<file path="config.mk">
export PLATFORM = sky130hd
export DESIGN_NAME = spi_framed_request_response_core_flat
export DESIGN_NICKNAME = d
export VERILOG_FILES = /design/src/sfrr_pkg.sv /design/src/sfrr_stream_if.sv /design/src/sfrr_front.sv /design/src/sfrr_queue.sv /design/src/sfrr_back.sv /design/src/spi_framed_request_response_core.sv /design/src/flat_wrapper.sv
export SDC_FILE = /design/constraint.sdc
export NUM_CORES = 1
export LEC_CHECK = 0
export ABC_CLOCK_PERIOD_IN_PS = 3790
export BUFFER_PORTS_ARGS = -buffer_cell sky130_fd_sc_hd__buf_4
export CORE_MARGIN = 1.5
export CORE_UTILIZATION = 57
export CTS_BUF_LIST = sky130_fd_sc_hd__clkbuf_2 sky130_fd_sc_hd__clkbuf_4 sky130_fd_sc_hd__clkbuf_8
export DETAILED_ROUTE_END_ITERATION = 6
export PLACE_DENSITY = 0.79
export SYNTH_ARGS = -nofsm -noshare
export SYNTH_HDL_FRONTEND = slang
export SYNTH_HIERARCHICAL = 1
export SYNTH_SLANG_ARGS = --single-unit
</file>
<file path="constraint.sdc">
create_clock -name clk -period 3.79 [get_ports clk]
set_clock_uncertainty 0.15 [all_clocks]
set_input_delay 0.379 -clock clk [delete_from_list [all_inputs] [get_ports clk]]
set_output_delay 0.379 -clock clk [all_outputs]
set_load 0.02 [all_outputs]
</file>
<file path="src/sfrr_pkg.sv">
// Shared types, codes and constants of the framed SPI request/response sequencer.
package sfrr_pkg;

    localparam int QUEUE_DEPTH = 4;

    localparam logic [7:0]  WAKE_BYTE    = 8'hFF;
    localparam logic [7:0]  CMD_WRITE    = 8'h01;
    localparam logic [7:0]  CMD_READ     = 8'h02;
    localparam logic [7:0]  FILL_BYTE    = 8'h00;
    localparam logic [15:0] SIZE_INVALID = 16'hFFFF;
    localparam logic [16:0] DISCARD_MAX  = 17'h1FFFF;

    typedef enum logic [1:0] {
        OP_START   = 2'd0,
        OP_PAYLOAD = 2'd1,
        OP_IRQ     = 2'd2,
        OP_REPLY   = 2'd3
    } opcode_t;

    typedef enum logic [1:0] {
        KIND_LINK = 2'd0,
        KIND_HOST = 2'd1,
        KIND_DONE = 2'd2
    } kind_t;

    typedef enum logic [1:0] {
        STATUS_OK    = 2'd0,
        STATUS_EMPTY = 2'd1,
        STATUS_LARGE = 2'd2
    } status_t;

    // Work handed from the front to the back; each expands to one or more beats.
    typedef enum logic [2:0] {
        JOB_DONE,
        JOB_LINK,
        JOB_START,
        JOB_IRQ,
        JOB_RESP
    } job_op_t;

    typedef struct packed {
        logic [1:0]  opcode;
        logic [15:0] request_length;
        logic [15:0] response_capacity;
        logic        buffer_present;
        logic [7:0]  payload_byte;
        logic [7:0]  link_reply;
    } sfrr_in_t;

    typedef struct packed {
        logic [1:0]  kind;
        logic [7:0]  link_byte;
        logic        hold_select;
        logic [7:0]  host_byte;
        logic [15:0] response_size;
        logic [1:0]  status;
        logic        last;
    } sfrr_out_t;

    typedef struct packed {
        job_op_t     op;
        logic [7:0]  data;
        logic        hold;
        logic        host;
        logic        final_beat;
        logic [15:0] size;
        status_t     status;
    } job_t;

endpackage

</file>
<file path="src/sfrr_stream_if.sv">
// Valid/ready channels for request items and result beats.
interface sfrr_req_if;
    logic             valid;
    logic             ready;
    sfrr_pkg::sfrr_in_t payload;

    modport source (output valid, output payload, input ready);
    modport sink   (input valid, input payload, output ready);
endinterface

interface sfrr_rsp_if;
    logic              valid;
    logic              ready;
    sfrr_pkg::sfrr_out_t payload;

    modport source (output valid, output payload, input ready);
    modport sink   (input valid, input payload, output ready);
endinterface

</file>
<file path="src/sfrr_front.sv">
// Front end: accepts request items, tracks the transaction phase, queues jobs.
module sfrr_front (
    input  logic          clk,
    input  logic          rst_n,
    sfrr_req_if.sink      request,
    input  logic          q_full,
    output logic          push,
    output sfrr_pkg::job_t job
);

    typedef enum logic [2:0] {
        PH_IDLE,
        PH_PAYLOAD,
        PH_WAIT_IRQ,
        PH_SIZE_HI,
        PH_SIZE_LO,
        PH_RESP
    } phase_t;

    phase_t      phase_reg, phase_next;
    logic [15:0] req_rem_reg, req_rem_next;
    logic [15:0] cap_reg, cap_next;
    logic [15:0] resp_rem_reg, resp_rem_next;
    logic [7:0]  size_hi_reg, size_hi_next;
    logic [16:0] discard_reg, discard_next;
    logic        deliver_reg, deliver_next;
    logic        cap_zero_reg, cap_zero_next;

    logic        accept;
    logic [2:0]  discard_add;
    logic [17:0] discard_sum;
    logic [15:0] size_word;
    logic [15:0] marker;
    logic [15:0] start_marker;
    logic [15:0] resp_left;
    sfrr_pkg::sfrr_in_t it;

    assign request.ready = !q_full;
    assign accept        = request.valid && request.ready;
    assign it            = request.payload;
    assign size_word     = {size_hi_reg, it.link_reply};
    assign marker        = cap_zero_reg ? sfrr_pkg::SIZE_INVALID : 16'h0000;
    assign start_marker  = (it.response_capacity == 16'h0000) ? sfrr_pkg::SIZE_INVALID
                                                               : 16'h0000;
    assign resp_left     = resp_rem_reg - 16'd1;
    assign discard_sum   = {1'b0, discard_reg} + {15'd0, discard_add};

    always_comb
    begin
        phase_next    = phase_reg;
        req_rem_next  = req_rem_reg;
        cap_next      = cap_reg;
        resp_rem_next = resp_rem_reg;
        size_hi_next  = size_hi_reg;
        deliver_next  = deliver_reg;
        cap_zero_next = cap_zero_reg;
        discard_add   = 3'd0;
        discard_next  = discard_reg;
        push          = 1'b0;
        job           = '0;
        job.op        = sfrr_pkg::JOB_LINK;
        job.status    = sfrr_pkg::STATUS_OK;

        if (accept)
        begin
            case (sfrr_pkg::opcode_t'(it.opcode))
                sfrr_pkg::OP_START:
                begin
                    if (phase_reg == PH_IDLE)
                    begin
                        push = 1'b1;
                        if (it.request_length == 16'h0000)
                        begin
                            job.op     = sfrr_pkg::JOB_DONE;
                            job.size   = start_marker;
                            job.status = sfrr_pkg::STATUS_EMPTY;
                        end
                        else
                        begin
                            job.op        = sfrr_pkg::JOB_START;
                            job.size      = it.request_length;
                            discard_add   = 3'd5;
                            cap_zero_next = (it.response_capacity == 16'h0000);
                            req_rem_next  = it.request_length;
                            cap_next      = it.response_capacity;
                            deliver_next  = it.buffer_present;
                            phase_next    = PH_PAYLOAD;
                        end
                    end
                end
                sfrr_pkg::OP_PAYLOAD:
                begin
                    if (phase_reg == PH_PAYLOAD && req_rem_reg != 16'h0000)
                    begin
                        push         = 1'b1;
                        job.op       = sfrr_pkg::JOB_LINK;
                        job.data     = it.payload_byte;
                        job.hold     = (req_rem_reg != 16'd1);
                        discard_add  = 3'd1;
                        req_rem_next = req_rem_reg - 16'd1;
                        if (req_rem_reg == 16'd1)
                        begin
                            phase_next = PH_WAIT_IRQ;
                        end
                    end
                end
                sfrr_pkg::OP_IRQ:
                begin
                    if (phase_reg == PH_WAIT_IRQ)
                    begin
                        push        = 1'b1;
                        job.op      = sfrr_pkg::JOB_IRQ;
                        discard_add = 3'd2;
                        phase_next  = PH_SIZE_HI;
                    end
                end
                sfrr_pkg::OP_REPLY:
                begin
                    if (discard_reg != 17'd0)
                    begin
                        discard_next = discard_reg - 17'd1;
                    end
                    else if (phase_reg == PH_SIZE_HI)
                    begin
                        size_hi_next = it.link_reply;
                        phase_next   = PH_SIZE_LO;
                    end
                    else if (phase_reg == PH_SIZE_LO)
                    begin
                        push = 1'b1;
                        if (size_word > cap_reg)
                        begin
                            job.op     = sfrr_pkg::JOB_DONE;
                            job.size   = marker;
                            job.status = sfrr_pkg::STATUS_LARGE;
                            phase_next = PH_IDLE;
                        end
                        else if (size_word == 16'h0000)
                        begin
                            job.op     = sfrr_pkg::JOB_DONE;
                            phase_next = PH_IDLE;
                        end
                        else
                        begin
                            job.op        = sfrr_pkg::JOB_LINK;
                            job.data      = sfrr_pkg::FILL_BYTE;
                            job.hold      = (size_word != 16'd1);
                            cap_next      = size_word;
                            resp_rem_next = size_word;
                            phase_next    = PH_RESP;
                        end
                    end
                    else if (phase_reg == PH_RESP && resp_rem_reg != 16'h0000)
                    begin
                        push           = 1'b1;
                        job.op         = sfrr_pkg::JOB_RESP;
                        job.data       = it.link_reply;
                        job.host       = deliver_reg;
                        job.final_beat = (resp_left == 16'h0000);
                        job.hold       = (resp_left != 16'd1);
                        job.size       = cap_reg;
                        resp_rem_next  = resp_left;
                        if (resp_left == 16'h0000)
                        begin
                            phase_next = PH_IDLE;
                        end
                    end
                end
                default:
                begin
                    push = 1'b0;
                end
            endcase

            // Saturate the count of link replies still to drop.
            if (discard_add != 3'd0)
            begin
                discard_next = (discard_sum > {1'b0, sfrr_pkg::DISCARD_MAX})
                             ? sfrr_pkg::DISCARD_MAX : discard_sum[16:0];
            end
        end
    end

    always_ff @(posedge clk or negedge rst_n)
    begin
        if (!rst_n)
        begin
            phase_reg    <= PH_IDLE;
            req_rem_reg  <= '0;
            cap_reg      <= '0;
            resp_rem_reg <= '0;
            size_hi_reg  <= '0;
            discard_reg  <= '0;
            deliver_reg  <= 1'b0;
            cap_zero_reg <= 1'b1;
        end
        else
        begin
            phase_reg    <= phase_next;
            req_rem_reg  <= req_rem_next;
            cap_reg      <= cap_next;
            resp_rem_reg <= resp_rem_next;
            size_hi_reg  <= size_hi_next;
            discard_reg  <= discard_next;
            deliver_reg  <= deliver_next;
            cap_zero_reg <= cap_zero_next;
        end
    end

endmodule

</file>
<file path="src/sfrr_queue.sv">
// Short job queue between the front end and the beat generator.
module sfrr_queue #(
    parameter int DEPTH = sfrr_pkg::QUEUE_DEPTH
) (
    input  logic           clk,
    input  logic           rst_n,
    input  logic           push,
    input  sfrr_pkg::job_t push_job,
    input  logic           pop,
    output logic           full,
    output logic           head_valid,
    output sfrr_pkg::job_t head_job
);

    localparam int AW = (DEPTH > 1) ? $clog2(DEPTH) : 1;
    localparam int CW = $clog2(DEPTH + 1);

    sfrr_pkg::job_t entry_reg [DEPTH];
    logic [AW-1:0]  wr_ptr_reg, wr_ptr_next;
    logic [AW-1:0]  rd_ptr_reg, rd_ptr_next;
    logic [CW-1:0]  count_reg, count_next;
    logic           do_push;
    logic           do_pop;

    assign full       = (count_reg == CW'(DEPTH));
    assign head_valid = (count_reg != '0);
    assign head_job   = entry_reg[rd_ptr_reg];
    assign do_push    = push && !full;
    assign do_pop     = pop && head_valid;

    always_comb
    begin
        wr_ptr_next = wr_ptr_reg;
        rd_ptr_next = rd_ptr_reg;
        count_next  = count_reg;
        if (do_push)
        begin
            wr_ptr_next = (wr_ptr_reg == AW'(DEPTH - 1)) ? '0 : wr_ptr_reg + 1'b1;
        end
        if (do_pop)
        begin
            rd_ptr_next = (rd_ptr_reg == AW'(DEPTH - 1)) ? '0 : rd_ptr_reg + 1'b1;
        end
        if (do_push && !do_pop)
        begin
            count_next = count_reg + 1'b1;
        end
        else if (do_pop && !do_push)
        begin
            count_next = count_reg - 1'b1;
        end
    end

    always_ff @(posedge clk or negedge rst_n)
    begin
        if (!rst_n)
        begin
            wr_ptr_reg <= '0;
            rd_ptr_reg <= '0;
            count_reg  <= '0;
        end
        else
        begin
            wr_ptr_reg <= wr_ptr_next;
            rd_ptr_reg <= rd_ptr_next;
            count_reg  <= count_next;
        end
    end

    always_ff @(posedge clk)
    begin
        if (do_push)
        begin
            entry_reg[wr_ptr_reg] <= push_job;
        end
    end

endmodule

</file>
<file path="src/sfrr_back.sv">
// Back end: expands queued jobs into result beats through an output register.
module sfrr_back (
    input  logic           clk,
    input  logic           rst_n,
    input  logic           head_valid,
    input  sfrr_pkg::job_t head_job,
    output logic           pop,
    sfrr_rsp_if.source     result
);

    logic [2:0]          beat_reg;
    logic                out_valid_reg;
    sfrr_pkg::sfrr_out_t out_reg;
    sfrr_pkg::sfrr_out_t beat;
    logic                beat_last;
    logic                load;

    assign load         = head_valid && (!out_valid_reg || result.ready);
    assign pop          = load && beat_last;
    assign result.valid = out_valid_reg;
    assign result.payload = out_reg;

    always_comb
    begin
        beat           = '0;
        beat.kind      = sfrr_pkg::KIND_LINK;
        beat.status    = sfrr_pkg::STATUS_OK;
        beat_last      = 1'b1;
        case (head_job.op)
            sfrr_pkg::JOB_DONE:
            begin
                beat.kind          = sfrr_pkg::KIND_DONE;
                beat.response_size = head_job.size;
                beat.status        = head_job.status;
            end
            sfrr_pkg::JOB_LINK:
            begin
                beat.link_byte   = head_job.data;
                beat.hold_select = head_job.hold;
            end
            sfrr_pkg::JOB_START:
            begin
                beat_last        = (beat_reg == 3'd4);
                beat.hold_select = (beat_reg != 3'd0);
                case (beat_reg)
                    3'd0:    beat.link_byte = sfrr_pkg::WAKE_BYTE;
                    3'd1:    beat.link_byte = sfrr_pkg::CMD_WRITE;
                    3'd2:    beat.link_byte = sfrr_pkg::FILL_BYTE;
                    3'd3:    beat.link_byte = head_job.size[15:8];
                    default: beat.link_byte = head_job.size[7:0];
                endcase
            end
            sfrr_pkg::JOB_IRQ:
            begin
                beat_last        = (beat_reg == 3'd3);
                beat.hold_select = 1'b1;
                beat.link_byte   = (beat_reg == 3'd0) ? sfrr_pkg::CMD_READ
                                                      : sfrr_pkg::FILL_BYTE;
            end
            sfrr_pkg::JOB_RESP:
            begin
                if (head_job.host && beat_reg == 3'd0)
                begin
                    // Hand the byte over first, then the follow-up beat.
                    beat.kind      = sfrr_pkg::KIND_HOST;
                    beat.host_byte = head_job.data;
                    beat_last      = 1'b0;
                end
                else if (head_job.final_beat)
                begin
                    beat.kind          = sfrr_pkg::KIND_DONE;
                    beat.response_size = head_job.size;
                end
                else
                begin
                    beat.link_byte   = sfrr_pkg::FILL_BYTE;
                    beat.hold_select = head_job.hold;
                end
            end
            default:
            begin
                beat_last = 1'b1;
            end
        endcase
        beat.last = beat_last;
    end

    always_ff @(posedge clk or negedge rst_n)
    begin
        if (!rst_n)
        begin
            beat_reg      <= '0;
            out_valid_reg <= 1'b0;
        end
        else if (load)
        begin
            out_valid_reg <= 1'b1;
            beat_reg      <= beat_last ? 3'd0 : beat_reg + 3'd1;
        end
        else if (result.ready)
        begin
            out_valid_reg <= 1'b0;
        end
    end

    always_ff @(posedge clk)
    begin
        if (load)
        begin
            out_reg <= beat;
        end
    end

endmodule

</file>
<file path="src/spi_framed_request_response_core.sv">
// Top level of the framed SPI request/response sequencer.
// Accepts one request item per cycle while the job queue has room.
// The first beat is valid once its job has passed the queue, then the output register;
// beats follow one per cycle while result is ready: a start job makes five, an interrupt four.
// Reset (rst_n low, asynchronous) idles the phase, clears counters and empties the queue.
module spi_framed_request_response_core #(
    parameter int QUEUE_DEPTH = sfrr_pkg::QUEUE_DEPTH
) (
    input  logic       clk,
    input  logic       rst_n,
    sfrr_req_if.sink   request,
    sfrr_rsp_if.source result
);

    logic           push;
    logic           q_full;
    logic           pop;
    logic           head_valid;
    sfrr_pkg::job_t push_job;
    sfrr_pkg::job_t head_job;

    sfrr_front u_front (
        .clk     (clk),
        .rst_n   (rst_n),
        .request (request),
        .q_full  (q_full),
        .push    (push),
        .job     (push_job)
    );

    sfrr_queue #(
        .DEPTH (QUEUE_DEPTH)
    ) u_queue (
        .clk        (clk),
        .rst_n      (rst_n),
        .push       (push),
        .push_job   (push_job),
        .pop        (pop),
        .full       (q_full),
        .head_valid (head_valid),
        .head_job   (head_job)
    );

    sfrr_back u_back (
        .clk        (clk),
        .rst_n      (rst_n),
        .head_valid (head_valid),
        .head_job   (head_job),
        .pop        (pop),
        .result     (result)
    );

endmodule
</file>
<file path="src/flat_wrapper.sv">
// flat-port wrapper written by rule: the top's interface ports become plain ports
module spi_framed_request_response_core_flat 
#(
    parameter int QUEUE_DEPTH = sfrr_pkg::QUEUE_DEPTH
)
  (clk, rst_n, request_valid, request_payload, request_ready, result_valid, result_payload, result_ready);
  sfrr_req_if request_i ();
  sfrr_rsp_if result_i ();
  input  logic clk;
  input  logic rst_n;
  input wire logic [$bits(request_i.valid)-1:0] request_valid;
  input wire logic [$bits(request_i.payload)-1:0] request_payload;
  output wire logic [$bits(request_i.ready)-1:0] request_ready;
  output wire logic [$bits(result_i.valid)-1:0] result_valid;
  output wire logic [$bits(result_i.payload)-1:0] result_payload;
  input wire logic [$bits(result_i.ready)-1:0] result_ready;
  assign request_i.valid = request_valid;
  assign request_i.payload = request_payload;
  assign request_ready = request_i.ready;
  assign result_valid = result_i.valid;
  assign result_payload = result_i.payload;
  assign result_i.ready = result_ready;
  spi_framed_request_response_core #(.QUEUE_DEPTH(QUEUE_DEPTH)) u_core (.clk(clk), .rst_n(rst_n), .request(request_i), .result(result_i));
endmodule
</file>
# Word-level counts from Yosys, hierarchy flattened
# Memories as Yosys holds them, arrays and structs flattened.
# Cells that the tools add are included.
dict set report op_classes {
  addsub 9
  order_cmp 2
  n_eq_ne 37
  n_mux 95
  n_bitwise 3
  n_reduce_logical 44
}
# operator n
set op_table {}
lappend op_table {{16-bit 2-to-1 mux} 18}
lappend op_table {{32-bit 2-to-1 mux} 3}
lappend op_table {{16-bit one-hot mux with 2 select lines} 3}
lappend op_table {{17-bit 2-to-1 mux} 4}
lappend op_table {{16-bit zero test} 4}
lappend op_table {{3-bit 2-to-1 mux} 20}
lappend op_table {{16-bit by 1-bit != test with 1-bit output, second input constant} 3}
lappend op_table {{18-bit 2-to-1 mux} 2}
lappend op_table {{18-bit one-hot mux with 2 select lines} 1}
lappend op_table {{9-bit one-hot mux with 4 select lines} 1}
lappend op_table {{8-bit one-hot mux with 4 select lines} 1}
lappend op_table {{16-bit nonzero test} 2}
lappend op_table {{16-bit by 1-bit subtractor with 16-bit output, second input constant} 2}
lappend op_table {{30-bit 2-to-1 mux} 1}
lappend op_table {{2-bit 2-to-1 mux} 12}
lappend op_table {{2-bit != test, second input constant} 12}
lappend op_table {{3-bit one-hot mux with 4 select lines} 2}
lappend op_table {{1-bit 2-to-1 mux} 20}
lappend op_table {{17-bit by 3-bit adder with 18-bit output} 1}
lappend op_table {{3-bit by 2-bit == test with 1-bit output, second input constant} 6}
lappend op_table {{18-bit by 17-bit > comparator with 1-bit output, second input constant} 1}
lappend op_table {{9-bit one-hot mux with 2 select lines} 1}
lappend op_table {{9-bit AND reduction} 2}
lappend op_table {{17-bit nonzero test} 1}
lappend op_table {{other kinds (30)} 67}
dict set report totals {
  regBits 127
  ram_bits 128
  output_inout_bits 40
  memories 1
}
# memory depth word_bits read_ports rd_clocked_by_memory_dff wr line_no
set memory_table {}
lappend memory_table {u_core.u_queue.entry_reg 4 32 1 0 1 sfrr_queue.sv:18} ;# sfrr_pkg::job_t entry_reg [DEPTH];

# Logic depth before layout (Yosys ltp)
# Gate-level depths: netlist (run 1).
dict set report depth {
  depth_word 13
  ltp_mapped 17
}

# Modules after synthesis
# Netlist (run 1), hierarchy kept.
# module instances cells_each area_per_inst_um2
set modules_own_cells {}
lappend modules_own_cells {sfrr_front 1 767 6266.0}
lappend modules_own_cells {sfrr_queue 1 205 5128.7}
lappend modules_own_cells {sfrr_back 1 159 2113.3}

# Worst setup path after synthesis (run 1)
# OpenSTA, ideal clock, no wires.
dict set report synth_timing {
  kind {reg2reg}
  from {register u_core.u_front.discard_reg[12]}
  to {memory u_core/u_queue/entry_reg[3][0] in the netlist's numbering (enable)}
  arrival_time_ns 3.397
  required_ns 3.218
  setup_slack_ns -0.179
  path_stages_with_launch 10
  n_path_buf 0
  period_less_slack_ns 3.969
  path_cell_list {dfrtp_1 -> or4_4 -> or4_4 -> nor2_4 -> nand2_4 -> o211ai_1 -> a21oi_1 -> nor2_1 -> nand2_1 -> nor2_1}
}
dict set report synth_via {
  elab_chain_len 7
}
# item line_no
set synth_rtl {}
lappend synth_rtl {{start, declared} sfrr_front.sv:25} ;# logic [16:0] discard_reg, discard_next;
lappend synth_rtl {{start signal, assigned} sfrr_front.sv:204} ;# discard_reg <= discard_next;
lappend synth_rtl {{17-bit nonzero test} sfrr_front.sv:119} ;# if (discard_reg != 17'd0)
lappend synth_rtl {{1-bit 2-to-1 mux} sfrr_front.sv:119}
lappend synth_rtl {{1-bit one-hot mux with 4 select lines} sfrr_front.sv:66} ;# case (sfrr_pkg::opcode_t'(it.opcode))
lappend synth_rtl {{1-bit 2-to-1 mux} sfrr_front.sv:64} ;# if (accept)
lappend synth_rtl {{named net u_core.push} spi_framed_request_response_core.sv:15} ;# logic push;
lappend synth_rtl {{1-bit logical AND} sfrr_queue.sv:28} ;# assign do_push = push && !full;
lappend synth_rtl {{1-bit 2-to-1 mux} sfrr_queue.sv:72} ;# if (do_push)
lappend synth_rtl {{1-bit 2-to-1 mux (not written as such)} sfrr_queue.sv:74} ;# entry_reg[wr_ptr_reg] <= push_job;
lappend synth_rtl {{end, declared} sfrr_queue.sv:18}
# The timed path passes the listed nets, and every way through them passes these cells.

# Worst setup path in the final report (run 1)
dict set report layout_timing {
  from {register u_core.u_front.discard_reg[12]}
  to {register u_core.u_queue.count_reg[2]}
}
dict set report layout_via {
  elab_chain_len 8
}
# item line_no
set layout_rtl {}
lappend layout_rtl {{17-bit nonzero test *} sfrr_front.sv:119}
lappend layout_rtl {{1-bit 2-to-1 mux *} sfrr_front.sv:119}
lappend layout_rtl {{1-bit one-hot mux with 4 select lines *} sfrr_front.sv:66}
lappend layout_rtl {{1-bit 2-to-1 mux *} sfrr_front.sv:64}
lappend layout_rtl {{named net u_core.push} spi_framed_request_response_core.sv:15}
lappend layout_rtl {{1-bit logical AND *} sfrr_queue.sv:28}
lappend layout_rtl {{named net u_core.u_queue.do_push} sfrr_queue.sv:22} ;# logic do_push;
lappend layout_rtl {{1-bit zero test} sfrr_queue.sv:48} ;# else if (do_pop && !do_push)
lappend layout_rtl {{1-bit logical AND} sfrr_queue.sv:48}
lappend layout_rtl {{2-bit nonzero test (no line)} n/a}
lappend layout_rtl {{end signal, assigned} sfrr_queue.sv:66} ;# count_reg <= count_next;
lappend layout_rtl {{end, declared} sfrr_queue.sv:21} ;# logic [CW-1:0] count_reg, count_next;
# Mark *: on every way through the listed nets, which the timed path passes. The rest lies on a longest branch.
# A chain may end at the register's enable or synchronous reset.

==> qor.json, run 1 <==
{
  "crit-reg2reg-launch": {"value": "u_core/u_front/discard_reg[12]"},
  "number_of_buffers_added_by_the_clock_tree_synthesis_step": {"value": 41},
  "totalPowerFinal": {"value": 10.1, "unit": "mW"},
  "netlist_instances": {"value": 1131},
  "yosys.area_share.simple": {"value": 15.4, "unit": "%"},
  "hpwl": {"value": 23.4, "unit": "mm"},
  "power_frac_comb": {"value": 35.7, "unit": "%"},
  "place.port_buffers": {"value": 94},
  "async_sr_flop_fraction": {"value": 34.9, "unit": "%"},
  "coreArea": {"value": 23300, "unit": "um2"},
  "die_h": {"value": 157, "unit": "um"},
  "maximum_vdd_drop": {"value": 0.406, "unit": "mV"},
  "route.detailed.drc": {"value": 0},
  "first_pass_detailed_route_iteration_total": {"value": 5},
  "crit_arrival": {"value": 4.01, "unit": "ns"},
  "finalSetupViolCount": {"value": 0},
  "cts_htree_levels": {"value": 2},
  "status": {"value": "finished, final reports clean"},
  "timing.rr.end": {"value": "u_core/u_queue/count_reg[2]"},
  "postSynthNetCount": {"value": 1229},
  "clk-insertion-delay-late": {"value": 0.57, "unit": "ns"},
  "yosysUniqueCellTypes": {"value": 100},
  "r2r_setup_slack": {"value": 0.08, "unit": "ns"},
  "max_freq": {"value": 0.270, "unit": "GHz"},
  "finalNetCount": {"value": 1386},
  "hold_violation_count_in_the_final_report": {"value": 0},
  "design_area": {"value": 15800, "unit": "um2"},
  "dieArea": {"value": 24600, "unit": "um2"},
  "total_switching_power": {"value": 3.63, "unit": "mW"},
  "power_density": {"value": 640, "unit": "nW/um2"},
  "totalNegativeSetupSlack": {"value": 0, "unit": "ns"},
  "critical_path.cell_chain": {"value": "or4_4, or4_4, nor2_4, nand2_4, o211ai_1, a21oi_1, nor2_2, nor2b_4, ha_1, inv_1, fa_1, xor2_1, nor2_1, xor2_1"},
  "finalCritPeriodShare": {"value": 97.8, "unit": "%"},
  "worst_r2r_path_depth": {"value": 14},
  "tritoncts": {"value": "yes"},
  "most_common_flop_cell_mapped_by_yosys": {"value": "edfxtp_1"},
  "grt_overflow_total": {"value": 0},
  "synth.avg_cell_area": {"value": 11.9, "unit": "um2"},
  "die_w": {"value": 157, "unit": "um"},
  "final_period_minus_worst_setup_slack": {"value": 3.71, "unit": "ns"},
  "dpl_cell_area": {"value": 14600, "unit": "um2"},
  "number_of_routed_nets_with_antenna_violations": {"value": 0},
  "worstMarginPinSlew": {"value": 1.31, "unit": "ns"},
  "globalplace.congestion": {"value": 0.946},
  "critical_path_class": {"value": "flip-flop to flip-flop"},
  "max-cap-violations": {"value": 0},
  "drt-vias-per-instance": {"value": 6.21},
  "grt.busiest_layer": {"value": "met2"},
  "synth_top_family_by_area": {"value": "simple AND/OR/NAND/NOR gates"},
  "synth_enable_flop_cells": {"value": 166},
  "cts.reportedPaths.clkPinSlew": {"value": 0.06, "unit": "ns"},
  "power.sequential.fraction": {"value": 40.8, "unit": "%"},
  "final.setup.worst_slack": {"value": 0.0842, "unit": "ns"},
  "holdCritPathClass": {"value": "input port to flip-flop"},
  "antenna_found_initial": {"value": 0},
  "detailedPlace.worstSlack": {"value": -0.0777, "unit": "ns"},
  "grt_max_degree": {"value": 46},
  "synth_mux_area_share": {"value": 9.87, "unit": "%"},
  "grt_pass1_wl": {"value": 52.6, "unit": "mm"},
  "crit_required": {"value": 4.10, "unit": "ns"},
  "global_route.usage.met1": {"value": 37.2, "unit": "%"},
  "worst_slew_margin_rel": {"value": 12.6, "unit": "%"},
  "timing.critical_path.slowest_cell_delay": {"value": 0.55, "unit": "ns"},
  "share_of_the_yosys_chip_area_belonging_to_registers": {"value": 53.4, "unit": "%"},
  "initial_utilization": {"value": 57.9, "unit": "%"},
  "fp-row-count": {"value": 56},
  "ys_ff_latch": {"value": 255},
  "worstSetupStartpointType": {"value": "flip-flop"},
  "drt_wl_total": {"value": 33.4, "unit": "mm"},
  "global_route.usage.met2": {"value": 45.5, "unit": "%"},
  "share_of_layout_cells_above_drive_strength_1": {"value": 24.0, "unit": "%"},
  "final-max-slew-violation-count": {"value": 0},
  "flip_flop_count_of_the_largest_register_after_layout": {"value": 128},
  "synthAdderAreaFrac": {"value": 4.09, "unit": "%"},
  "clk_root_buffer_cell": {"value": "clkbuf_8"},
  "detailroute.via_count": {"value": 10200},
  "sw_ratio": {"value": 36.0, "unit": "%"},
  "post_synth_xor_area_fraction": {"value": 0.389, "unit": "%"},
  "critPathMaxFanout": {"value": 6},
  "syn-cell-area": {"value": 13500, "unit": "um2"},
  "flow.area_growth_from_synthesis": {"value": 17.0, "unit": "%"},
  "clockBufferDepth": {"value": 3},
  "clkSinkCount": {"value": 255},
  "post_synthesis_compound_gate_area_fraction": {"value": 12.5, "unit": "%"},
  "drtIter0Drc": {"value": 892},
  "crit_path_end": {"value": "u_core/u_queue/count_reg[2]"},
  "grt_util_met3": {"value": 4.63, "unit": "%"},
  "cell_internal_pwr": {"value": 6.47, "unit": "mW"},
  "power_leakage": {"value": 6.09, "unit": "nW"},
  "route.detailed.wl_per_inst": {"value": 20.4, "unit": "um"},
  "yosys_warnings": {"value": 6},
  "worst_hold_slack": {"value": 0.0236, "unit": "ns"},
  "worst_setup_path_startpoint": {"value": "u_core/u_front/discard_reg[12]"},
  "worst_path_max_delay_cell": {"value": "or4_4"},
  "n_antenna_cell": {"value": 0},
  "grtUsageTotal": {"value": 27.8, "unit": "%"},
  "endpoint_kind": {"value": "flip-flop"},
  "grt_pass1_vias": {"value": 9860},
  "boundaryPins": {"value": 95},
  "share_clk_of_total_power": {"value": 23.5, "unit": "%"}
}
## repair_timing
item / in CTS / in global routing
hold buffers: 30 / 0
pin swaps: 0 / 0
endpoints found under the hold margin: 72 / 0
endpoints found under the setup margin: 2 / 19
buffers inserted: 0 / 2
resized for setup: 2 / 7
## logic make-up after synthesis
logic type      Yosys count
flops                   255
mux                      88
fa+ha+maj                43
buf+inv                 115
xor+xnor                  6
compound gates          252
simple gates            372
## metrics by stage
stage	utilization, %	std cells
2_1_floorplan	-	1131
5_1_grt	67.7	1638
3_3_place_gp	62.7	1532
6_report	67.7	1638
4_1_cts	67.6	1636
3_5_place_dp	62.7	1532
## cells in the mapped netlist, drive strengths merged (4+ instances only)
cell	count	area share [%]
nor3	38	1.5
o32ai	4	0.26
ha	41	3.8
or4	4	0.28
a21oi	58	2.1
o31ai	12	0.67
nand2b	7	0.32
o211ai	8	0.44
nand2	74	2.2
and3	16	0.82
nor2b	9	0.44
a211oi	12	0.67
inv	48	1.3
buf	32	2.0
edfxtp	166	37
a31oi	6	0.28
clkbuf	33	0.94
a2bb2oi	6	0.39
o21a	4	0.22
nand3	27	1.0
a22oi	14	0.78
o22ai	18	0.83
nor4	26	1.3
or3	17	0.82
a21o	7	0.39
dfrtp	88	16
xor2	5	0.32
nor2	72	2.1
o21ai	68	2.7
nand4	15	0.69
mux2	18	1.6
and2	12	0.57
mux2i	38	2.8
mux4	32	5.4
nor3b	35	2.1
## worst min-delay path by stage
stage / end / depth (start not counted) / start
floorplan: u_core/u_back/beat_reg[0] / 0 / rst_n
detailed placement: u_core/u_front/discard_reg[8] / 1 / rst_n
global route: u_core/u_front/size_hi_reg[6] / 2 / request_payload[6]
CTS: u_core/u_front/cap_reg[4] / 3 / request_payload[21]
finish: u_core/u_front/cap_reg[4] / 3 / request_payload[21]
global placement: u_core/u_front/discard_reg[8] / 1 / rst_n
## power groups by stage
stage                     sequential (mW)  combinational [mW]  clock (mW)
after global placement               4.13                3.45           0
after global routing                 4.19                3.91        2.55
after detailed placement             4.16                3.51           0
after CTS                            4.11                3.56        2.42
final                                4.13                3.61        2.38
after floorplan                      4.20                2.44           0
## worst max-delay path: cells and delay by family, from the launching register on
kind	cells	cell delay, ns
compound gates	2	0.30
xor+xnor	2	0.35
simple gates	7	1.71
fa+ha+maj	2	0.59
flops	1	0.42
buf+inv	1	0.09
## layer usage
layer  vias up  share of wire [%]
li1       4663                  -
met1      4920                 41
met2       495                 48
met3       102                7.3
met4         0                3.7
met5         -                  0
## area by class of cell
cell class / instances / area, um2
clock inverters: 16 / 120
fillers: 1679 / 7530
repair buffers: 179 / 1420
inverters: 50 / 188
multi-input cells: 761 / 5750
clock buffers: 58 / 711
well taps: 319 / 399
flip-flops and latches: 255 / 7210
## cells in the final DEF, fill, tap and decap left out, types with 35 or more instances in the layout
master    netlist  routed
mux2i_1        38      38
inv_1          48      48
nor2_1         70      68
dfrtp_1        88      87
a21oi_1        58      58
clkbuf_8        0      44
ha_1           41      41
edfxtp_1      166     166
buf_4           2     149
nand2_1        72      72
o21ai_0        62      60
nor3_1         36      35
Note: power is estimated with default switching activity, not from simulation.
==> inputs of run 2 (changes only) <==
--- a/config.mk
+++ b/config.mk
@@ -6,7 +6,7 @@
 export NUM_CORES = 1
 export LEC_CHECK = 0
 export ABC_CLOCK_PERIOD_IN_PS = 3790
-export BUFFER_PORTS_ARGS = -buffer_cell sky130_fd_sc_hd__buf_4
+export BUFFER_PORTS_ARGS = -buffer_cell sky130_fd_sc_hd__buf_2
 export CORE_MARGIN = 1.5
 export CORE_UTILIZATION = 57
 export CTS_BUF_LIST = sky130_fd_sc_hd__clkbuf_2 sky130_fd_sc_hd__clkbuf_4 sky130_fd_sc_hd__clkbuf_8
==> run 2 against run 1 <==
Against the previous run:
- the run now ends with design-rule violations left
- sequential share of layout area rose by 0.54 points
- non-clock buffer count rose by 3
- critical path depth did not move
- routed wire length rose by 2.7%
- count of clock-buffer cells in the layout did not move
- combinational power fell by 2%
- register-to-register slack improved by 0.03 ns
- worst hold slack improved by 0.013 ns
- sequential power barely moved
- maximum frequency rose by 0.72%
- total power fell by 0.80%
- largest cell class unchanged
- largest power group unchanged
==> qor.json, run 2 (synthesis gave the netlist of run 1 again) <==
{
  "die_w": {"value": 157, "unit": "um", "change": "unchanged"},
  "first_pass_detailed_route_iteration_total": {"value": 7, "change": "was 5"},
  "initial_utilization": {"value": 57.9, "unit": "%", "change": "unchanged"},
  "n_antenna_cell": {"value": 0, "change": "unchanged"},
  "critPathMaxFanout": {"value": 5, "change": "was 6"},
  "final_cell_mix": {"value": "edfxtp_1 (166), buf_2 (93), dfrtp_1 (87)", "change": "was edfxtp_1 (166), buf_4 (149), dfrtp_1 (87)"},
  "flip_flop_count_of_the_largest_register_after_layout": {"value": 128, "change": "unchanged"},
  "hold_violation_count_in_the_final_report": {"value": 0, "change": "unchanged"},
  "grtUsageTotal": {"value": 28.6, "unit": "%", "change": "was 27.8%"},
  "route.detailed.wl_per_inst": {"value": 20.9, "unit": "um", "change": "was 20.4 um"},
  "status": {"value": "finished with violations", "change": "was finished, final reports clean"},
  "timing.critical_path.max_delay_family": {"value": "simple AND/OR/NAND/NOR gates", "change": "unchanged"},
  "clk-insertion-delay-late": {"value": 0.58, "unit": "ns", "change": "was 0.57 ns"},
  "critical_path_class": {"value": "flip-flop to flip-flop", "change": "unchanged"},
  "grt_overflow_total": {"value": 0, "change": "unchanged"},
  "timing.critical_path.slowest_cell_delay": {"value": 0.56, "unit": "ns", "change": "was 0.55 ns"},
  "detailroute.via_count": {"value": 10300, "change": "was 10200"},
  "drt_wl_total": {"value": 34.3, "unit": "mm", "change": "was 33.4 mm"},
  "area_of_the_multi_input_gates": {"value": 5790, "unit": "um2", "change": "was 5750 um2"},
  "drtIter0Drc": {"value": 961, "change": "was 892"},
  "worst_hold_slack": {"value": 0.0362, "unit": "ns", "change": "was 0.0236 ns"},
  "crit_arrival": {"value": 4.01, "unit": "ns", "change": "about the same"},
  "final.setup.worst_slack": {"value": 0.111, "unit": "ns", "change": "was 0.0842 ns"},
  "worst_setup_path_startpoint": {"value": "u_core/u_front/discard_reg[11]", "change": "was u_core/u_front/discard_reg[12]"},
  "worstMarginPinSlew": {"value": 1.07, "unit": "ns", "change": "was 1.31 ns"},
  "power_density": {"value": 642, "unit": "nW/um2", "change": "was 640 nW/um2"},
  "critical_path.cell_chain": {"value": "or4_4, or4_4, nor2_4, nand2_4, o211ai_1, a21oi_1, nor2_2, nor2b_4, ha_4, inv_1, fa_2, xor2_1, nor2_1, xor2_1", "change": "was or4_4, or4_4, nor2_4, nand2_4, o211ai_1, a21oi_1, nor2_2, nor2b_4, ha_1, inv_1, fa_1, xor2_1, nor2_1, xor2_1"},
  "holdCritPathClass": {"value": "input port to flip-flop", "change": "unchanged"},
  "number_of_buffers_added_by_the_clock_tree_synthesis_step": {"value": 41, "change": "unchanged"},
  "grt_pass1_vias": {"value": 9895, "change": "was 9860"},
  "route.detailed.drc": {"value": 3, "change": "was 0"},
  "design_area": {"value": 15600, "unit": "um2", "change": "was 15800 um2"},
  "boundaryPins": {"value": 95, "change": "unchanged"},
  "violations": {"value": "design-rule violations"},
  "seq_area": {"value": 7210, "unit": "um2", "change": "unchanged"},
  "fp-row-count": {"value": 56, "change": "unchanged"},
  "worst_r2r_path_depth": {"value": 14, "change": "unchanged"},
  "power_leakage": {"value": 6.02, "unit": "nW", "change": "was 6.09 nW"},
  "clkSinkCount": {"value": 255, "change": "unchanged"},
  "endpoint_kind": {"value": "flip-flop", "change": "unchanged"},
  "worst-path-buf-inv": {"value": 1, "change": "unchanged"},
  "finalNetCount": {"value": 1389, "change": "was 1386"},
  "layout.filler_cells": {"value": 1681, "change": "was 1679"},
  "share_of_layout_cells_above_drive_strength_1": {"value": 24.4, "unit": "%", "change": "was 24.0%"},
  "dpl_cell_area": {"value": 14400, "unit": "um2", "change": "was 14600 um2"},
  "crit_path_end": {"value": "u_core/u_queue/count_reg[2]", "change": "unchanged"},
  "finalCritPeriodShare": {"value": 97.1, "unit": "%", "change": "was 97.8%"},
  "cts.reportedPaths.clkPinSlew": {"value": 0.06, "unit": "ns", "change": "about the same"},
  "crit-reg2reg-launch": {"value": "u_core/u_front/discard_reg[11]", "change": "was u_core/u_front/discard_reg[12]"},
  "cts_htree_levels": {"value": 2, "change": "unchanged"},
  "worstSetupStartpointType": {"value": "flip-flop", "change": "unchanged"},
  "die_h": {"value": 157, "unit": "um", "change": "unchanged"},
  "clk_root_buffer_cell": {"value": "clkbuf_8", "change": "unchanged"},
  "clockBufferDepth": {"value": 3, "change": "unchanged"},
  "final-max-slew-violation-count": {"value": 0, "change": "unchanged"},
  "final_common_cell": {"value": "edfxtp_1", "change": "unchanged"},
  "r2r_setup_slack": {"value": 0.11, "unit": "ns", "change": "was 0.08 ns"},
  "globalplace.congestion": {"value": 0.951, "change": "was 0.946"},
  "antenna_found_initial": {"value": 0, "change": "unchanged"},
  "maximum_vdd_drop": {"value": 0.332, "unit": "mV", "change": "was 0.406 mV"},
  "worst_path_max_delay_cell": {"value": "or4_4", "change": "unchanged"},
  "finalSetupViolCount": {"value": 0, "change": "unchanged"},
  "hpwl": {"value": 23.9, "unit": "mm", "change": "was 23.4 mm"},
  "coreArea": {"value": 23300, "unit": "um2", "change": "unchanged"},
  "min-delay-start": {"value": "request_payload[21]", "change": "unchanged"},
  "timing.rr.end": {"value": "u_core/u_queue/count_reg[2]", "change": "unchanged"},
  "worst_slew_margin_rel": {"value": 29.0, "unit": "%", "change": "was 12.6%"},
  "placed_cells": {"value": 1534, "change": "was 1532"},
  "number_of_routed_nets_with_antenna_violations": {"value": 0, "change": "unchanged"},
  "place.port_buffers": {"value": 94, "change": "unchanged"},
  "max_freq": {"value": 0.272, "unit": "GHz", "change": "was 0.270 GHz"},
  "grt_pass1_wl": {"value": 54.1, "unit": "mm", "change": "was 52.6 mm"},
  "max-cap-violations": {"value": 0, "change": "unchanged"},
  "dieArea": {"value": 24600, "unit": "um2", "change": "unchanged"},
  "flow.area_growth_from_synthesis": {"value": 15.6, "unit": "%", "change": "was 17.0%"},
  "crit_required": {"value": 4.12, "unit": "ns", "change": "was 4.10 ns"},
  "drt-vias-per-instance": {"value": 6.27, "change": "was 6.21"},
  "grt_max_degree": {"value": 79, "change": "was 46"},
  "critical_path_cell_count": {"value": 14, "change": "unchanged"},
  "detailedPlace.worstSlack": {"value": 0.0946, "unit": "ns", "change": "was -0.0777 ns"},
  "tritoncts": {"value": "yes", "change": "unchanged"},
  "final_period_minus_worst_setup_slack": {"value": 3.68, "unit": "ns", "change": "was 3.71 ns"},
  "final_cell_count_no_fill": {"value": 1641, "change": "was 1638"}
}
## run 2: report_power, final
group	total (mW)	switching, mW	internal, mW	leakage (nW)
Sequential	4.13	0.506	3.62	2.59
Clock	2.36	1.08	1.28	0.433
Combinational	3.54	2.07	1.47	3.00
## run 2: what timing repair did
item / in CTS / in global routing
hold buffers: 29 / 0
setup buffers: 0 / 4
hold endpoints to repair: 104 / 0
resized for setup: 0 / 17
setup endpoints to repair: 0 / 109
## run 2: cell type report
| type | instances | share of cell area, % |
|---|---|---|
| Inverter | 50 | 1.20 |
| Clock buffer | 58 | 4.51 |
| Clock inverter | 16 | 0.729 |
| Sequential cell | 255 | 46.2 |
| Multi-Input combinational cell | 761 | 37.1 |
| Timing Repair Buffer | 182 | 7.75 |
| Tap cell | 319 | 2.56 |
## run 2: stage by stage
stage          TNS, ns  utilization (%)  total power [mW]
2_1_floorplan        0                -              6.65
3_3_place_gp         0             61.7              7.46
3_5_place_dp         0             61.7              7.58
4_1_cts              0             66.5              9.98
5_1_grt        -0.0640             66.9              10.6
6_report             0             66.9              10.0
## run 2: worst min-delay path by stage
stage | endpoint | slack (ns) | depth (start not counted)
6_report | u_core/u_front/cap_reg[4] | 0.04 | 3
5_1_grt | u_core/u_front/cap_reg[7] | 0.02 | 3
3_5_place_dp | u_core/u_front/cap_zero_reg | 0.34 | 2
4_1_cts | u_core/u_front/cap_reg[7] | 0.007 | 3
2_1_floorplan | u_core/u_back/beat_reg[0] | -0.07 | 0
3_3_place_gp | u_core/u_front/cap_zero_reg | 0.32 | 2
## run 2: worst min-delay path: cells and delay by family
kind                   cells  cell delay (ns)
multiplexers               2             0.20
buffers and inverters      1             0.12
## run 2: metal layers
layer | vias to the layer above | global-route usage, % | share of wire, %
li1 | 4676 | - | -
met1 | 4967 | 38.1 | 40
met2 | 526 | 47.3 | 48
met3 | 114 | 4.98 | 7.8
met4 | 0 | 10.6 | 3.7
met5 | - | 0 | 0
==> inputs of run 3 (changes only) <==
--- a/config.mk
+++ b/config.mk
@@ -5,13 +5,13 @@
 export SDC_FILE = /design/constraint.sdc
 export NUM_CORES = 1
 export LEC_CHECK = 0
-export ABC_CLOCK_PERIOD_IN_PS = 3790
+export ABC_CLOCK_PERIOD_IN_PS = 4120
 export BUFFER_PORTS_ARGS = -buffer_cell sky130_fd_sc_hd__buf_2
 export CORE_MARGIN = 1.5
-export CORE_UTILIZATION = 57
+export CORE_UTILIZATION = 61
 export CTS_BUF_LIST = sky130_fd_sc_hd__clkbuf_2 sky130_fd_sc_hd__clkbuf_4 sky130_fd_sc_hd__clkbuf_8
 export DETAILED_ROUTE_END_ITERATION = 6
-export PLACE_DENSITY = 0.79
+export PLACE_DENSITY = 0.8
 export SYNTH_ARGS = -nofsm -noshare
 export SYNTH_HDL_FRONTEND = slang
 export SYNTH_HIERARCHICAL = 1
==> constraint.sdc (replaced) <==
create_clock -name clk -period 4.12 [get_ports clk]
set_clock_uncertainty 0.15 [all_clocks]
set_input_delay 0.412 -clock clk [delete_from_list [all_inputs] [get_ports clk]]
set_output_delay 0.412 -clock clk [all_outputs]
set_load 0.02 [all_outputs]
==> run 3 against run 2 <==
Against the previous run:
- the run now ends clean
- die area is 6.4% lower
- sequential power is 7.0% lower
- total power shrank 7.9%
- maximum frequency decreased by 6.0%
- worst hold slack worse by 0.015 ns
- critical path depth unchanged
- worst setup slack better by 0.097 ns
- core utilization grew 3.5 points
- flip-flop and latch count unchanged
- non-clock buffer count shrank 33
==> qor.json, run 3 (synthesis gave the netlist of run 1 again) <==
{
  "maximum_vdd_drop": {"value": 0.341, "unit": "mV", "change": "was 0.332 mV"},
  "finalNetCount": {"value": 1357, "change": "was 1389"},
  "route.detailed.wl_per_inst": {"value": 21.3, "unit": "um", "change": "was 20.9 um"},
  "final.setup.worst_slack": {"value": 0.208, "unit": "ns", "change": "was 0.111 ns"},
  "grt_util_met3": {"value": 4.59, "unit": "%", "change": "was 4.98%"},
  "cts.reportedPaths.clkPinSlew": {"value": 0.07, "unit": "ns", "change": "was 0.06 ns"},
  "final_cell_mix": {"value": "edfxtp_1 (166), buf_2 (93), dfrtp_1 (87)", "change": "unchanged"},
  "final_common_cell": {"value": "edfxtp_1", "change": "unchanged"},
  "grt_overflow_total": {"value": 0, "change": "unchanged"},
  "worst_slew_margin_rel": {"value": 21.5, "unit": "%", "change": "was 29.0%"},
  "clockBufferDepth": {"value": 3, "change": "unchanged"},
  "tritoncts": {"value": "yes", "change": "unchanged"},
  "power_leakage": {"value": 5.89, "unit": "nW", "change": "was 6.02 nW"},
  "status": {"value": "finished, final reports clean", "change": "was finished with violations"},
  "grtUsageTotal": {"value": 29.0, "unit": "%", "change": "was 28.6%"},
  "detailedPlace.worstSlack": {"value": 0.173, "unit": "ns", "change": "was 0.0946 ns"},
  "worst_hold_slack": {"value": 0.0210, "unit": "ns", "change": "was 0.0362 ns"},
  "flow.area_growth_from_synthesis": {"value": 13.5, "unit": "%", "change": "was 15.6%"},
  "hold_violation_count_in_the_final_report": {"value": 0, "change": "unchanged"},
  "critPathMaxFanout": {"value": 6, "change": "was 5"},
  "global_route.usage.met1": {"value": 39.1, "unit": "%", "change": "was 38.1%"},
  "fp-row-count": {"value": 54, "change": "was 56"},
  "hpwl": {"value": 23.8, "unit": "mm", "change": "was 23.9 mm"},
  "dieArea": {"value": 23000, "unit": "um2", "change": "was 24600 um2"},
  "place.port_buffers": {"value": 94, "change": "unchanged"},
  "first_pass_detailed_route_iteration_total": {"value": 5, "change": "was 7"},
  "final-max-slew-violation-count": {"value": 0, "change": "unchanged"},
  "grt_pass1_vias": {"value": 9952, "change": "was 9895"},
  "drt_wl_total": {"value": 33.5, "unit": "mm", "change": "was 34.3 mm"},
  "detailroute.via_count": {"value": 10200, "change": "was 10300"},
  "endpoint_kind": {"value": "flip-flop", "change": "unchanged"},
  "area_of_the_multi_input_gates": {"value": 5730, "unit": "um2", "change": "was 5790 um2"},
  "die_h": {"value": 152, "unit": "um", "change": "was 157 um"},
  "worstMarginPinSlew": {"value": 1.18, "unit": "ns", "change": "was 1.07 ns"},
  "drt-vias-per-instance": {"value": 6.50, "change": "was 6.27"},
  "number_of_routed_nets_with_antenna_violations": {"value": 0, "change": "unchanged"},
  "crit-reg2reg-launch": {"value": "u_core/u_front/discard_reg[12]", "change": "was u_core/u_front/discard_reg[11]"},
  "critical_path_class": {"value": "flip-flop to flip-flop", "change": "unchanged"},
  "totalNegativeSetupSlack": {"value": 0, "unit": "ns", "change": "unchanged"},
  "worst_setup_path_startpoint": {"value": "u_core/u_front/discard_reg[12]", "change": "was u_core/u_front/discard_reg[11]"},
  "share_of_layout_cells_above_drive_strength_1": {"value": 22.8, "unit": "%", "change": "was 24.4%"},
  "final_period_minus_worst_setup_slack": {"value": 3.91, "unit": "ns", "change": "was 3.68 ns"},
  "grt.busiest_layer": {"value": "met2", "change": "unchanged"},
  "layout.filler_cells": {"value": 1513, "change": "was 1681"},
  "finalCritPeriodShare": {"value": 95.0, "unit": "%", "change": "was 97.1%"},
  "grt_max_degree": {"value": 62, "change": "was 79"},
  "max-cap-violations": {"value": 0, "change": "unchanged"},
  "number_of_buffers_added_by_the_clock_tree_synthesis_step": {"value": 42, "change": "was 41"},
  "grt_pass1_wl": {"value": 53.2, "unit": "mm", "change": "was 54.1 mm"},
  "initial_utilization": {"value": 62.1, "unit": "%", "change": "was 57.9%"},
  "global_route.usage.met2": {"value": 47.9, "unit": "%", "change": "was 47.3%"},
  "flip_flop_count_of_the_largest_register_after_layout": {"value": 128, "change": "unchanged"},
  "worstSetupStartpointType": {"value": "flip-flop", "change": "unchanged"},
  "crit_required": {"value": 4.46, "unit": "ns", "change": "was 4.12 ns"},
  "seq_area": {"value": 7210, "unit": "um2", "change": "unchanged"},
  "antenna_found_initial": {"value": 0, "change": "unchanged"},
  "drtIter0Drc": {"value": 1124, "change": "was 961"},
  "clk-insertion-delay-late": {"value": 0.56, "unit": "ns", "change": "was 0.58 ns"},
  "holdCritPathClass": {"value": "input port to flip-flop", "change": "unchanged"},
  "finalSetupViolCount": {"value": 0, "change": "unchanged"},
  "coreArea": {"value": 21800, "unit": "um2", "change": "was 23300 um2"},
  "cts_htree_levels": {"value": 2, "change": "unchanged"},
  "max_freq": {"value": 0.256, "unit": "GHz", "change": "was 0.272 GHz"},
  "n_antenna_cell": {"value": 0, "change": "unchanged"},
  "globalplace.congestion": {"value": 0.990, "change": "was 0.951"},
  "boundaryPins": {"value": 95, "change": "unchanged"},
  "power_density": {"value": 602, "unit": "nW/um2", "change": "was 642 nW/um2"},
  "die_w": {"value": 152, "unit": "um", "change": "was 157 um"},
  "rsz0062_at_grt": {"value": "false"},
  "crit_arrival": {"value": 4.25, "unit": "ns", "change": "was 4.01 ns"},
  "clkSinkCount": {"value": 255, "change": "unchanged"},
  "min-delay-start": {"value": "request_payload[28]", "change": "was request_payload[21]"},
  "clk_root_buffer_cell": {"value": "clkbuf_8", "change": "unchanged"},
  "route.detailed.drc": {"value": 0, "change": "was 3"}
}
## run 3: area by class of cell
| class | count | share of cell area (%) |
|---|---|---|
| multi-input combinational | 761 | 37.4 |
| timing repair buffer | 149 | 6.38 |
| inverter | 50 | 1.22 |
| clock buffer | 61 | 4.91 |
| clock inverter | 16 | 0.767 |
| sequential | 255 | 47.1 |
| tap | 280 | 2.29 |
## run 3: power by group
part | internal [mW] | switching, mW | leakage [nW]
registers | 3.33 | 0.513 | 2.59
clock network | 1.25 | 1.01 | 0.454
logic | 1.30 | 1.84 | 2.85
## run 3: layer usage
metal | part of all wire (%) | up-vias
li1 | - | 4607
met1 | 41 | 4935
met2 | 48 | 572
met3 | 7.7 | 107
met4 | 3.7 | 0
met5 | 0 | -
## run 3: through the flow
step	total power [mW]	instance area [um2]	utilization, %	cells
after floorplan	6.11	13500	-	1131
after global placement	6.83	14300	65.6	1478
after detailed placement	6.95	14300	65.6	1478
after CTS	9.23	15300	70.4	1572
after global routing	9.69	15300	70.4	1572
final	9.23	15300	70.4	1572
## run 3: worst max-delay path: stages (launching register included)
cell and delay [ns]:
dfrtp_1 0.44, or4_4 0.57, or4_4 0.49, nor2_4 0.18
nand2_4 0.08, o211ai_1 0.18, a21oi_1 0.11, nor2_1 0.22
nor2b_2 0.33, ha_1 0.23, inv_1 0.06, fa_1 0.37
xor2_1 0.17, nor2_1 0.11, xor2_1 0.15
## run 3: timing repair
item,in CTS,in global routing
hold buffers,17,0
resized for setup,0,1
endpoints found under the hold margin,75,0
setup endpoints to repair,0,1
setup buffers,0,0
## run 3: worst paths after layout
kind	to	slack, ns	cells past startpoint
max	u_core/u_queue/count_reg[2]	0.21	14
min	u_core/u_front/cap_reg[11]	0.02	3
max reg2reg	u_core/u_queue/count_reg[2]	0.21	14
min reg2reg	u_core/u_queue/count_reg[2]	0.34	1
max in group asynchronous	u_core/u_front/discard_reg[8]	2.53	3
min in group asynchronous	u_core/u_queue/count_reg[2]	0.35	2
